**config.mk**
```make
export PLATFORM = sky130hd
export DESIGN_NAME = dram_address_decoder_core
export DESIGN_NICKNAME = d
export VERILOG_FILES = /design/src/rtl/core/dad_pkg.sv /design/src/rtl/core/dad_mask_table.sv /design/src/rtl/core/dad_bit_gather.sv /design/src/rtl/core/dad_group_select.sv /design/src/rtl/core/dram_address_decoder_core.sv
export VERILOG_INCLUDE_DIRS = /design/src /design/src/rtl/core
export SDC_FILE = /design/constraint.sdc
export NUM_CORES = 2
export LEC_CHECK = 0
export BUFFER_PORTS_ARGS = -buffer_cell sky130_fd_sc_hd__buf_4
export CELL_PAD_IN_SITES_DETAIL_PLACEMENT = 0
export CELL_PAD_IN_SITES_GLOBAL_PLACEMENT = 2
export CORE_MARGIN = 1.5
export CORE_UTILIZATION = 40
export DETAILED_ROUTE_END_ITERATION = 8
export PLACE_DENSITY_LB_ADDON = 0.08
export SYNTH_ARGS = -nofsm -noshare
export SYNTH_HDL_FRONTEND = slang
export SYNTH_SLANG_ARGS = --single-unit
```
**constraint.sdc**
```tcl
create_clock -name clk -period 29.6 [get_ports clk]
set_input_delay 2.96 -clock clk [delete_from_list [all_inputs] [get_ports clk]]
set_output_delay 2.96 -clock clk [all_outputs]
set_load 0.02 [all_outputs]
```
**src/rtl/core/assert_macros.svh**
```systemverilog
// Assertion macros shared by the address decoder RTL.
// No dependencies; included by modules that carry concurrent checks.
`ifndef ASSERT_MACROS_SVH
`define ASSERT_MACROS_SVH

// Same-cycle implication, disabled while reset is low.
`define DAD_ASSERT_IMP(lbl, clk, rst_n, ante, cons, msg) \
  lbl: assert property (@(posedge clk) disable iff (!rst_n) (ante) |-> (cons)) \
    else $error(msg);

// Next-cycle implication, disabled while reset is low.
`define DAD_ASSERT_NXT(lbl, clk, rst_n, ante, cons, msg) \
  lbl: assert property (@(posedge clk) disable iff (!rst_n) (ante) |=> (cons)) \
    else $error(msg);

`endif

```
**src/rtl/core/dad_pkg.sv**
```systemverilog
// Shared types and constants for the DRAM address decoder.
// No dependencies; used by every module of the decoder.
package dad_pkg;

  localparam int ADDR_W           = 64;
  localparam int GATHER_W         = 32;
  localparam int FIELD_W          = 4;
  localparam int GROUPS           = 6;
  localparam int CHUNK_W          = 8;
  localparam int CHUNKS           = ADDR_W / CHUNK_W;
  localparam int CHUNK_CNT_W      = $clog2(CHUNK_W + 1);
  localparam int OFFSET_W         = $clog2(ADDR_W + 1);
  localparam int COUNT_W          = 3;
  localparam int SLOT_W           = 4;
  localparam int CFG_INDEX_W      = 3;
  localparam int CFG_DATA_W       = 64;
  localparam int MASK_ENTRIES_DEF = 16;
  localparam int MAX_GROUP_MASKS_DEF = 4;

  typedef enum logic {
    OP_TRANSLATE = 1'b0,
    OP_WRITE     = 1'b1
  } op_t;

  typedef enum logic [CFG_INDEX_W-1:0] {
    CFG_ROW_MASK   = 3'd0,
    CFG_COL_MASK   = 3'd1,
    CFG_CHANNEL    = 3'd2,
    CFG_SLOT       = 3'd3,
    CFG_SUBCHANNEL = 3'd4,
    CFG_RANK       = 3'd5,
    CFG_BANKGROUP  = 3'd6,
    CFG_BANK       = 3'd7
  } cfg_index_t;

  // Mask table write request, issued as a write beat leaves the first stage.
  typedef struct packed {
    logic              we;
    logic [SLOT_W-1:0] slot;
    logic [ADDR_W-1:0] word;
  } mask_wr_t;

endpackage

```
**src/rtl/core/dad_mask_table.sv**
```systemverilog
// Hash mask table with per-entry parity against the stage A address.
// Depends on dad_pkg. Two register stages: byte parities, then entry parities.
module dad_mask_table #(
  parameter int MASK_ENTRIES = dad_pkg::MASK_ENTRIES_DEF
) (
  input  logic                       clk,
  input  logic                       rst_n,
  input  logic                       en,
  input  dad_pkg::mask_wr_t          wr,
  input  logic [dad_pkg::ADDR_W-1:0] addr_a,
  output logic [MASK_ENTRIES-1:0]    parity_c
);

  logic [dad_pkg::ADDR_W-1:0]  table_r   [MASK_ENTRIES];
  logic [dad_pkg::CHUNKS-1:0]  bpar_r    [MASK_ENTRIES];
  logic [dad_pkg::CHUNKS-1:0]  bpar_nxt  [MASK_ENTRIES];
  logic [MASK_ENTRIES-1:0]     parity_r;
  logic [MASK_ENTRIES-1:0]     parity_nxt;

  always_comb begin
    for (int e = 0; e < MASK_ENTRIES; e++) begin
      for (int k = 0; k < dad_pkg::CHUNKS; k++) begin
        bpar_nxt[e][k] = ^(addr_a[k*dad_pkg::CHUNK_W +: dad_pkg::CHUNK_W] &
                           table_r[e][k*dad_pkg::CHUNK_W +: dad_pkg::CHUNK_W]);
      end
      parity_nxt[e] = ^bpar_r[e];
    end
  end

  // Slots at or past the table end match no entry, so such writes drop.
  always_ff @(posedge clk) begin
    if (!rst_n) begin
      for (int e = 0; e < MASK_ENTRIES; e++) begin
        table_r[e] <= '0;
      end
    end else if (wr.we) begin
      for (int e = 0; e < MASK_ENTRIES; e++) begin
        if (32'(wr.slot) == e) begin
          table_r[e] <= wr.word;
        end
      end
    end
  end

  always_ff @(posedge clk) begin
    if (en) begin
      bpar_r   <= bpar_nxt;
      parity_r <= parity_nxt;
    end
  end

  assign parity_c = parity_r;

endmodule

```
**src/rtl/core/dad_bit_gather.sv**
```systemverilog
// Three-stage bit gather (pext) of the address under one select mask.
// Depends on dad_pkg. Chunk compress, chunk offsets, then shift and merge.
module dad_bit_gather (
  input  logic                         clk,
  input  logic                         en,
  input  logic [dad_pkg::ADDR_W-1:0]   addr_a,
  input  logic [dad_pkg::ADDR_W-1:0]   sel,
  output logic [dad_pkg::GATHER_W-1:0] result
);

  logic [dad_pkg::CHUNK_W-1:0]     pack_r    [dad_pkg::CHUNKS];
  logic [dad_pkg::CHUNK_W-1:0]     pack_nxt  [dad_pkg::CHUNKS];
  logic [dad_pkg::CHUNK_CNT_W-1:0] cnt_r     [dad_pkg::CHUNKS];
  logic [dad_pkg::CHUNK_CNT_W-1:0] cnt_nxt   [dad_pkg::CHUNKS];
  logic [dad_pkg::CHUNK_W-1:0]     pack_c_r  [dad_pkg::CHUNKS];
  logic [dad_pkg::OFFSET_W-1:0]    off_r     [dad_pkg::CHUNKS];
  logic [dad_pkg::OFFSET_W-1:0]    off_nxt   [dad_pkg::CHUNKS];
  logic [dad_pkg::GATHER_W-1:0]    result_r;
  logic [dad_pkg::GATHER_W-1:0]    result_nxt;

  // Stage B: compress each byte on its own.
  always_comb begin
    logic [dad_pkg::CHUNK_CNT_W-1:0] pos;
    for (int k = 0; k < dad_pkg::CHUNKS; k++) begin
      pos         = '0;
      pack_nxt[k] = '0;
      for (int j = 0; j < dad_pkg::CHUNK_W; j++) begin
        if (sel[k*dad_pkg::CHUNK_W + j]) begin
          pack_nxt[k][pos[dad_pkg::CHUNK_CNT_W-2:0]] = addr_a[k*dad_pkg::CHUNK_W + j];
          pos = pos + 1'b1;
        end
      end
      cnt_nxt[k] = pos;
    end
  end

  // Stage C: running bit offset of each packed byte.
  always_comb begin
    off_nxt[0] = '0;
    for (int k = 1; k < dad_pkg::CHUNKS; k++) begin
      off_nxt[k] = off_nxt[k-1] + dad_pkg::OFFSET_W'(cnt_r[k-1]);
    end
  end

  // Stage D: place each packed byte; bits beyond the result width drop.
  always_comb begin
    result_nxt = '0;
    for (int k = 0; k < dad_pkg::CHUNKS; k++) begin
      result_nxt = result_nxt |
                   (dad_pkg::GATHER_W'(pack_c_r[k]) << off_r[k]);
    end
  end

  always_ff @(posedge clk) begin
    if (en) begin
      pack_r   <= pack_nxt;
      cnt_r    <= cnt_nxt;
      pack_c_r <= pack_r;
      off_r    <= off_nxt;
      result_r <= result_nxt;
    end
  end

  assign result = result_r;

endmodule

```
**src/rtl/core/dad_group_select.sv**
```systemverilog
// Picks each coordinate group's parity bits out of the entry parity vector.
// Depends on dad_pkg. Holds the output register of the group fields.
module dad_group_select #(
  parameter int MASK_ENTRIES    = dad_pkg::MASK_ENTRIES_DEF,
  parameter int MAX_GROUP_MASKS = dad_pkg::MAX_GROUP_MASKS_DEF
) (
  input  logic                          clk,
  input  logic                          en,
  input  logic [MASK_ENTRIES-1:0]       parity_c,
  input  logic [dad_pkg::COUNT_W-1:0]   counts [dad_pkg::GROUPS],
  output logic [dad_pkg::FIELD_W-1:0]   group_val [dad_pkg::GROUPS]
);

  localparam int N_W   = $clog2(MAX_GROUP_MASKS + 1);
  localparam int SUM_W = $clog2(dad_pkg::GROUPS * MAX_GROUP_MASKS + dad_pkg::FIELD_W +
                                MASK_ENTRIES + 1);

  logic [dad_pkg::FIELD_W-1:0] val_r   [dad_pkg::GROUPS];
  logic [dad_pkg::FIELD_W-1:0] val_nxt [dad_pkg::GROUPS];

  always_comb begin
    logic [N_W-1:0]   n;
    logic [SUM_W-1:0] base;
    logic [SUM_W-1:0] idx;
    base = '0;
    for (int g = 0; g < dad_pkg::GROUPS; g++) begin
      // Clamp oversize counts to the group limit.
      if (32'(counts[g]) > MAX_GROUP_MASKS) begin
        n = N_W'(MAX_GROUP_MASKS);
      end else begin
        n = N_W'(counts[g]);
      end
      val_nxt[g] = '0;
      for (int i = 0; i < dad_pkg::FIELD_W; i++) begin
        idx = base + SUM_W'(i);
        if (32'(n) > i) begin
          // Indexes past the table end match nothing and read as zero.
          for (int e = 0; e < MASK_ENTRIES; e++) begin
            if (idx == SUM_W'(e)) begin
              val_nxt[g][i] = parity_c[e];
            end
          end
        end
      end
      base = base + SUM_W'(n);
    end
  end

  always_ff @(posedge clk) begin
    if (en) begin
      val_r <= val_nxt;
    end
  end

  assign group_val = val_r;

endmodule

```
**src/rtl/core/dram_address_decoder_core.sv**
```systemverilog
// Top level of the DRAM address decoder: handshake, config and stage valids.
// Depends on dad_pkg, assert_macros.svh, dad_mask_table, dad_bit_gather,
// dad_group_select.
//
//  port group | dir | handshake            | payload
//  in_*       | in  | in_valid / in_stall  | op, phys_address, mask_slot, mask_word
//  out_*      | out | out_valid / out_stall| channel .. bank, row, column
//  cfg_*      | in  | cfg_we               | cfg_index, cfg_data
//
// One beat per cycle while in_stall is low; a translate result passes stages A,
// B, C and D into the output register. Mask writes update the table as they
// leave stage A and produce no beat.
// Reset clears valids, config registers and the mask table.
// A waiting result with out_stall high freezes every stage and raises in_stall.
`include "assert_macros.svh"

module dram_address_decoder_core #(
  parameter int MASK_ENTRIES    = dad_pkg::MASK_ENTRIES_DEF,
  parameter int MAX_GROUP_MASKS = dad_pkg::MAX_GROUP_MASKS_DEF
) (
  input  logic                            clk,
  input  logic                            rst_n,
  input  logic                            in_valid,
  output logic                            in_stall,
  input  logic                            in_op,
  input  logic [dad_pkg::ADDR_W-1:0]      in_phys_address,
  input  logic [dad_pkg::SLOT_W-1:0]      in_mask_slot,
  input  logic [dad_pkg::ADDR_W-1:0]      in_mask_word,
  output logic                            out_valid,
  input  logic                            out_stall,
  output logic [dad_pkg::FIELD_W-1:0]     out_channel,
  output logic [dad_pkg::FIELD_W-1:0]     out_slot,
  output logic [dad_pkg::FIELD_W-1:0]     out_subchannel,
  output logic [dad_pkg::FIELD_W-1:0]     out_rank,
  output logic [dad_pkg::FIELD_W-1:0]     out_bank_group,
  output logic [dad_pkg::FIELD_W-1:0]     out_bank,
  output logic [dad_pkg::GATHER_W-1:0]    out_row,
  output logic [dad_pkg::GATHER_W-1:0]    out_column,
  input  logic                            cfg_we,
  input  logic [dad_pkg::CFG_INDEX_W-1:0] cfg_index,
  input  logic [dad_pkg::CFG_DATA_W-1:0]  cfg_data
);

  logic                         en;
  logic                         va_r, vb_r, vc_r, vd_r;
  dad_pkg::op_t                 op_r;
  logic [dad_pkg::ADDR_W-1:0]   addr_r;
  logic [dad_pkg::SLOT_W-1:0]   slot_r;
  logic [dad_pkg::ADDR_W-1:0]   word_r;
  logic [dad_pkg::ADDR_W-1:0]   row_mask_r;
  logic [dad_pkg::ADDR_W-1:0]   col_mask_r;
  logic [dad_pkg::COUNT_W-1:0]  count_r [dad_pkg::GROUPS];
  dad_pkg::mask_wr_t            mask_wr;
  logic [MASK_ENTRIES-1:0]      parity_c;
  logic [dad_pkg::FIELD_W-1:0]  group_val [dad_pkg::GROUPS];

  // Freeze the whole pipe only while a finished beat waits downstream.
  assign in_stall = vd_r && out_stall;
  assign en       = !in_stall;

  always_ff @(posedge clk) begin
    if (!rst_n) begin
      va_r <= 1'b0;
      vb_r <= 1'b0;
      vc_r <= 1'b0;
      vd_r <= 1'b0;
    end else if (en) begin
      va_r <= in_valid;
      vb_r <= va_r && (op_r == dad_pkg::OP_TRANSLATE);
      vc_r <= vb_r;
      vd_r <= vc_r;
    end
  end

  always_ff @(posedge clk) begin
    if (en && in_valid) begin
      op_r   <= dad_pkg::op_t'(in_op);
      addr_r <= in_phys_address;
      slot_r <= in_mask_slot;
      word_r <= in_mask_word;
    end
  end

  always_ff @(posedge clk) begin
    if (!rst_n) begin
      row_mask_r <= '0;
      col_mask_r <= '0;
      for (int g = 0; g < dad_pkg::GROUPS; g++) begin
        count_r[g] <= '0;
      end
    end else if (cfg_we) begin
      unique case (dad_pkg::cfg_index_t'(cfg_index))
        dad_pkg::CFG_ROW_MASK:   row_mask_r <= cfg_data;
        dad_pkg::CFG_COL_MASK:   col_mask_r <= cfg_data;
        dad_pkg::CFG_CHANNEL:    count_r[0] <= cfg_data[dad_pkg::COUNT_W-1:0];
        dad_pkg::CFG_SLOT:       count_r[1] <= cfg_data[dad_pkg::COUNT_W-1:0];
        dad_pkg::CFG_SUBCHANNEL: count_r[2] <= cfg_data[dad_pkg::COUNT_W-1:0];
        dad_pkg::CFG_RANK:       count_r[3] <= cfg_data[dad_pkg::COUNT_W-1:0];
        dad_pkg::CFG_BANKGROUP:  count_r[4] <= cfg_data[dad_pkg::COUNT_W-1:0];
        dad_pkg::CFG_BANK:       count_r[5] <= cfg_data[dad_pkg::COUNT_W-1:0];
        default: ;
      endcase
    end
  end

  // Commit a mask write as it leaves stage A, behind every earlier translate.
  assign mask_wr.we   = va_r && (op_r == dad_pkg::OP_WRITE) && en;
  assign mask_wr.slot = slot_r;
  assign mask_wr.word = word_r;

  dad_mask_table #(
    .MASK_ENTRIES (MASK_ENTRIES)
  ) u_table (
    .clk      (clk),
    .rst_n    (rst_n),
    .en       (en),
    .wr       (mask_wr),
    .addr_a   (addr_r),
    .parity_c (parity_c)
  );

  dad_group_select #(
    .MASK_ENTRIES    (MASK_ENTRIES),
    .MAX_GROUP_MASKS (MAX_GROUP_MASKS)
  ) u_groups (
    .clk       (clk),
    .en        (en),
    .parity_c  (parity_c),
    .counts    (count_r),
    .group_val (group_val)
  );

  dad_bit_gather u_row (
    .clk    (clk),
    .en     (en),
    .addr_a (addr_r),
    .sel    (row_mask_r),
    .result (out_row)
  );

  dad_bit_gather u_col (
    .clk    (clk),
    .en     (en),
    .addr_a (addr_r),
    .sel    (col_mask_r),
    .result (out_column)
  );

  assign out_valid      = vd_r;
  assign out_channel    = group_val[0];
  assign out_slot       = group_val[1];
  assign out_subchannel = group_val[2];
  assign out_rank       = group_val[3];
  assign out_bank_group = group_val[4];
  assign out_bank       = group_val[5];

  `DAD_ASSERT_NXT(a_write_no_beat, clk, rst_n, va_r && (op_r == dad_pkg::OP_WRITE) && en, !vb_r, "mask write entered stage B")
  `DAD_ASSERT_NXT(a_stall_holds_b, clk, rst_n, vb_r && !en, vb_r, "stage B beat lost under stall")
  `DAD_ASSERT_IMP(a_out_from_c, clk, rst_n, $rose(vd_r), $past(vc_r), "result without stage C beat")

endmodule
```
==> reports/results.ini <==
[outcome]
status = complete, no violations

[sta]
fin_skew_ps = 89.77
finalSetupTns_ps = 0
setup-violations-final = 0
slew_violations = 0
hold_viol_final = 0
period_share_pct = 28.87
setup_ws_ps = 21060
max_freq_mhz = 117.0
rsz0062_at_grt = false
min_period_ps = 8545
maxSlewHeadroom_pct = 20.83
holdWs_ps = 408.4
tightest_slew_ps = 1180

[finish]
final_nets = 11195
final_cells = 14658
drive_above_1_share_pct = 11.59
area_growth_pct = 11.63

[global_routing]
antenna_found_initial = 22
first_global_vias = 75268
grt_usage_pct = 24.04
grt_pass1_wl_um = 504400
grt_start_max_net_pins = 174
overflow = 0

[route]
drt-vias-per-instance = 5.354
final_antenna_net_count = 0
first_pass_iters = 6
highest_layer = met5
vias = 78486
drc = 0
drtIter0Drc = 6317
post_drt_wl_per_cell_um = 23.56
routed-wl-met3_um = 14330
met1_length_um = 155500
drt_wl_total_um = 345300
dr_wl_met2_um = 165300

[cts]
clk_latency_ps = 910
clk_pin_slew_ps = 60
clockBufferDepth = 4
holdBufCountCts = 0
cts_resized = 0
cts_inserted_buffers = 220
postCtsSetupBuffers = 0
ctsHtreeMaxLevel = 4
cts.sinks = 1937
cts_tree = done
root_buffer = clkbuf_16

[synthesis]
postSynthAreaPerCell_um2 = 10.35
yosys_warnings = 0
synth.most_common_cell = nand2_1
syn_nets = 11167
synthTopCellsByArea = edfxtp_1 48%, xnor2_1 8.4%, nand2_1 7.0%
netlist_instances = 10731
synth_seq_cells = 1937
async_reset_ff_share_pct = 0
synth_edf_count = 1787
syn-cell-area_mm2 = 0.1110
yosysTopAreaCell = edfxtp_1
synth.distinct_cells = 114
yosys-top-cells-count = 2079 x nand2_1, 1787 x edfxtp_1, 1128 x nor2_1, 1071 x xnor2_1, 489 x clkbuf_1
synthFlopType = edfxtp_1
yosysSeqAreaShare_pct = 51.04
synth.top_cell.area_share_pct = 48.33

[power_and_ir_drop]
p_sw_mw = 2.356
p_int_mw = 5.506
p_seq_share_pct = 44.4
clockPowerShare_pct = 35.6
power.density_mw_per_mm2 = 63.43
irDropWorstVdd_uv = 51.25
power.total_mw = 7.862
p_leak_nw = 45.70
sw_frac_of_total_pct = 29.96
combPwrFrac_pct = 20.0

[min_path]
hold-path-endpoint = u_row.pack_c_r[56]$_DFFE_PN_
worstHoldStart = u_row.pack_r[56]$_DFFE_PN_
hold_depth = 0
min_path_type = flip-flop to flip-flop

[floorplan]
num_rows = 193
fp.dieH_um = 529.9
ioPinCount = 295
core_area_mm2 = 0.2763
die_w_um = 529.9
die_area_mm2 = 0.2807
start_util_pct = 40.19

[worst_setup_path]
cp-end-kind = flip-flop
crit_fanout = 17
r2r-start = count_r[15]$_SDFFE_PN0P_
r2r_cells = 21
crit_arrival_ps = 9110
crit_type = flip-flop to flip-flop
critPathLaunchType = flip-flop
regToRegSetupSlack_ps = 21060
timing.rr.end = u_groups.group_val[3]$_SDFFCE_PP0N_
crit_required_ps = 30170

[place]
dp_hpwl_um = 249600
pre_cts_slack_ps = 21120
gp_congestion = 0.9315
io_buffers = 294
dp.cells = 14242

[flow_run]
cap_violations = 0

[flip-flops by register name, summed over array words and instances, names as in the netlist, 4 cells and up]
register,cells
u_table.table_r,1024
u_table.bpar_r,128
addr_r,64
col_mask_r,64
row_mask_r,64
u_col.pack_c_r,64
u_col.pack_r,64
u_row.pack_c_r,64
u_row.pack_r,64
word_r,64
u_col.off_r,43
u_row.off_r,43
u_col.result,32
u_row.result,32
u_col.cnt_r,28
u_row.cnt_r,28
u_groups.group_val,24
count_r,18
u_table.parity_c,16
slot_r,4
[kinds of logic (layout without fill, tap and decap cells)]
kind of cell,after synthesis,in the layout,share of synthesized area (%)
compound gates,1510,1510,9.492
mux,578,578,5.890
buf+inv,939,1155,3.284
simple gates,4197,4197,16.25
flops,1937,1937,51.04
other cells,0,6,0
xor+xnor,1339,1339,11.23
fa+ha+maj,231,231,2.820
[stage by stage]
step	cell area (um^2)	util, %
final	123900	44.87
after global routing	123900	44.86
after CTS	123900	44.86
after detailed placement	116600	42.22
after global placement	116600	42.22
after floorplan	111000	-
[placed cells by master, fill, tap and decap left out, types with 150 or more instances in the layout]
| cell | count |
|---|---|
| a21oi_1 | 231 |
| o21ai_0 | 216 |
| xnor2_1 | 1071 |
| clkbuf_16 | 222 |
| nand2_1 | 2056 |
| xor2_1 | 206 |
| mux2_2 | 269 |
| nor2_1 | 1128 |
| edfxtp_1 | 1787 |
| mux2i_1 | 275 |
| ha_1 | 199 |
| nand3_1 | 195 |
| buf_4 | 422 |
| inv_1 | 300 |
| dfxtp_1 | 150 |
| o22ai_1 | 181 |
[cell type report]
| cell class | count | area, um^2 |
|---|---|---|
| Sequential cell | 1937 | 56660 |
| Clock inverter | 146 | 1563 |
| Timing Repair Buffer | 424 | 3203 |
| Multi-Input combinational cell | 7855 | 50910 |
| Inverter | 321 | 1205 |
| Clock buffer | 264 | 5743 |
| Antenna cell | 6 | 15.01 |
| Tap cell | 3705 | 4636 |
| Fill cell | 26032 | 152300 |
[worst max-delay path, cell delays in order (launching register included)]
cell and delay (ps):
dfxtp_1 630, nor2b_1 300, ha_1 210, inv_1 60, fa_1 420, xor2_1 750
inv_1 520, ha_1 500, xor2_1 780, clkinv_1 600, ha_1 550, xnor2_1 140
buf_4 260, ha_1 300, xor2_1 200, buf_4 210, clkinv_1 280, ha_1 430
a21oi_1 390, xor2_1 150, o311ai_0 490, a21oi_1 80
[how the worst max path moves through the flow]
| stage | from | endpoint | slack, ps | cells after the start |
|---|---|---|---|---|
| final | count_r[15]$_SDFFE_PN0P_ | u_groups.group_val[3]$_SDFFCE_PP0N_ | 21060 | 21 |
| after global routing | count_r[15]$_SDFFE_PN0P_ | u_groups.group_val[3]$_SDFFCE_PP0N_ | 20260 | 21 |
| after CTS | count_r[15]$_SDFFE_PN0P_ | u_groups.group_val[3]$_SDFFCE_PP0N_ | 21110 | 21 |
| after detailed placement | count_r[15]$_SDFFE_PN0P_ | u_groups.group_val[3]$_SDFFCE_PP0N_ | 21120 | 21 |
| after global placement | count_r[15]$_SDFFE_PN0P_ | u_groups.group_val[3]$_SDFFCE_PP0N_ | 21190 | 21 |
| after floorplan | out_stall | u_table.table_r[1][384]$_DFFE_PP_ | 6580 | 5 |
[power groups by stage]
stage	Sequential [mW]	Combinational [mW]	Clock, mW
2_1_floorplan	3.44	1.02	0
6_report	3.49	1.57	2.80
3_3_place_gp	3.54	1.59	0
3_5_place_dp	3.55	1.59	0
5_1_grt	3.52	1.68	2.96
4_1_cts	3.49	1.60	2.86
[per-layer routing]
layer	global-route usage (%)	up-vias
met5	0	-
met4	6.937	2
li1	-	37692
met3	2.249	434
met1	32.77	38599
met2	40.52	1759
(Power assumes the default switching activity.)
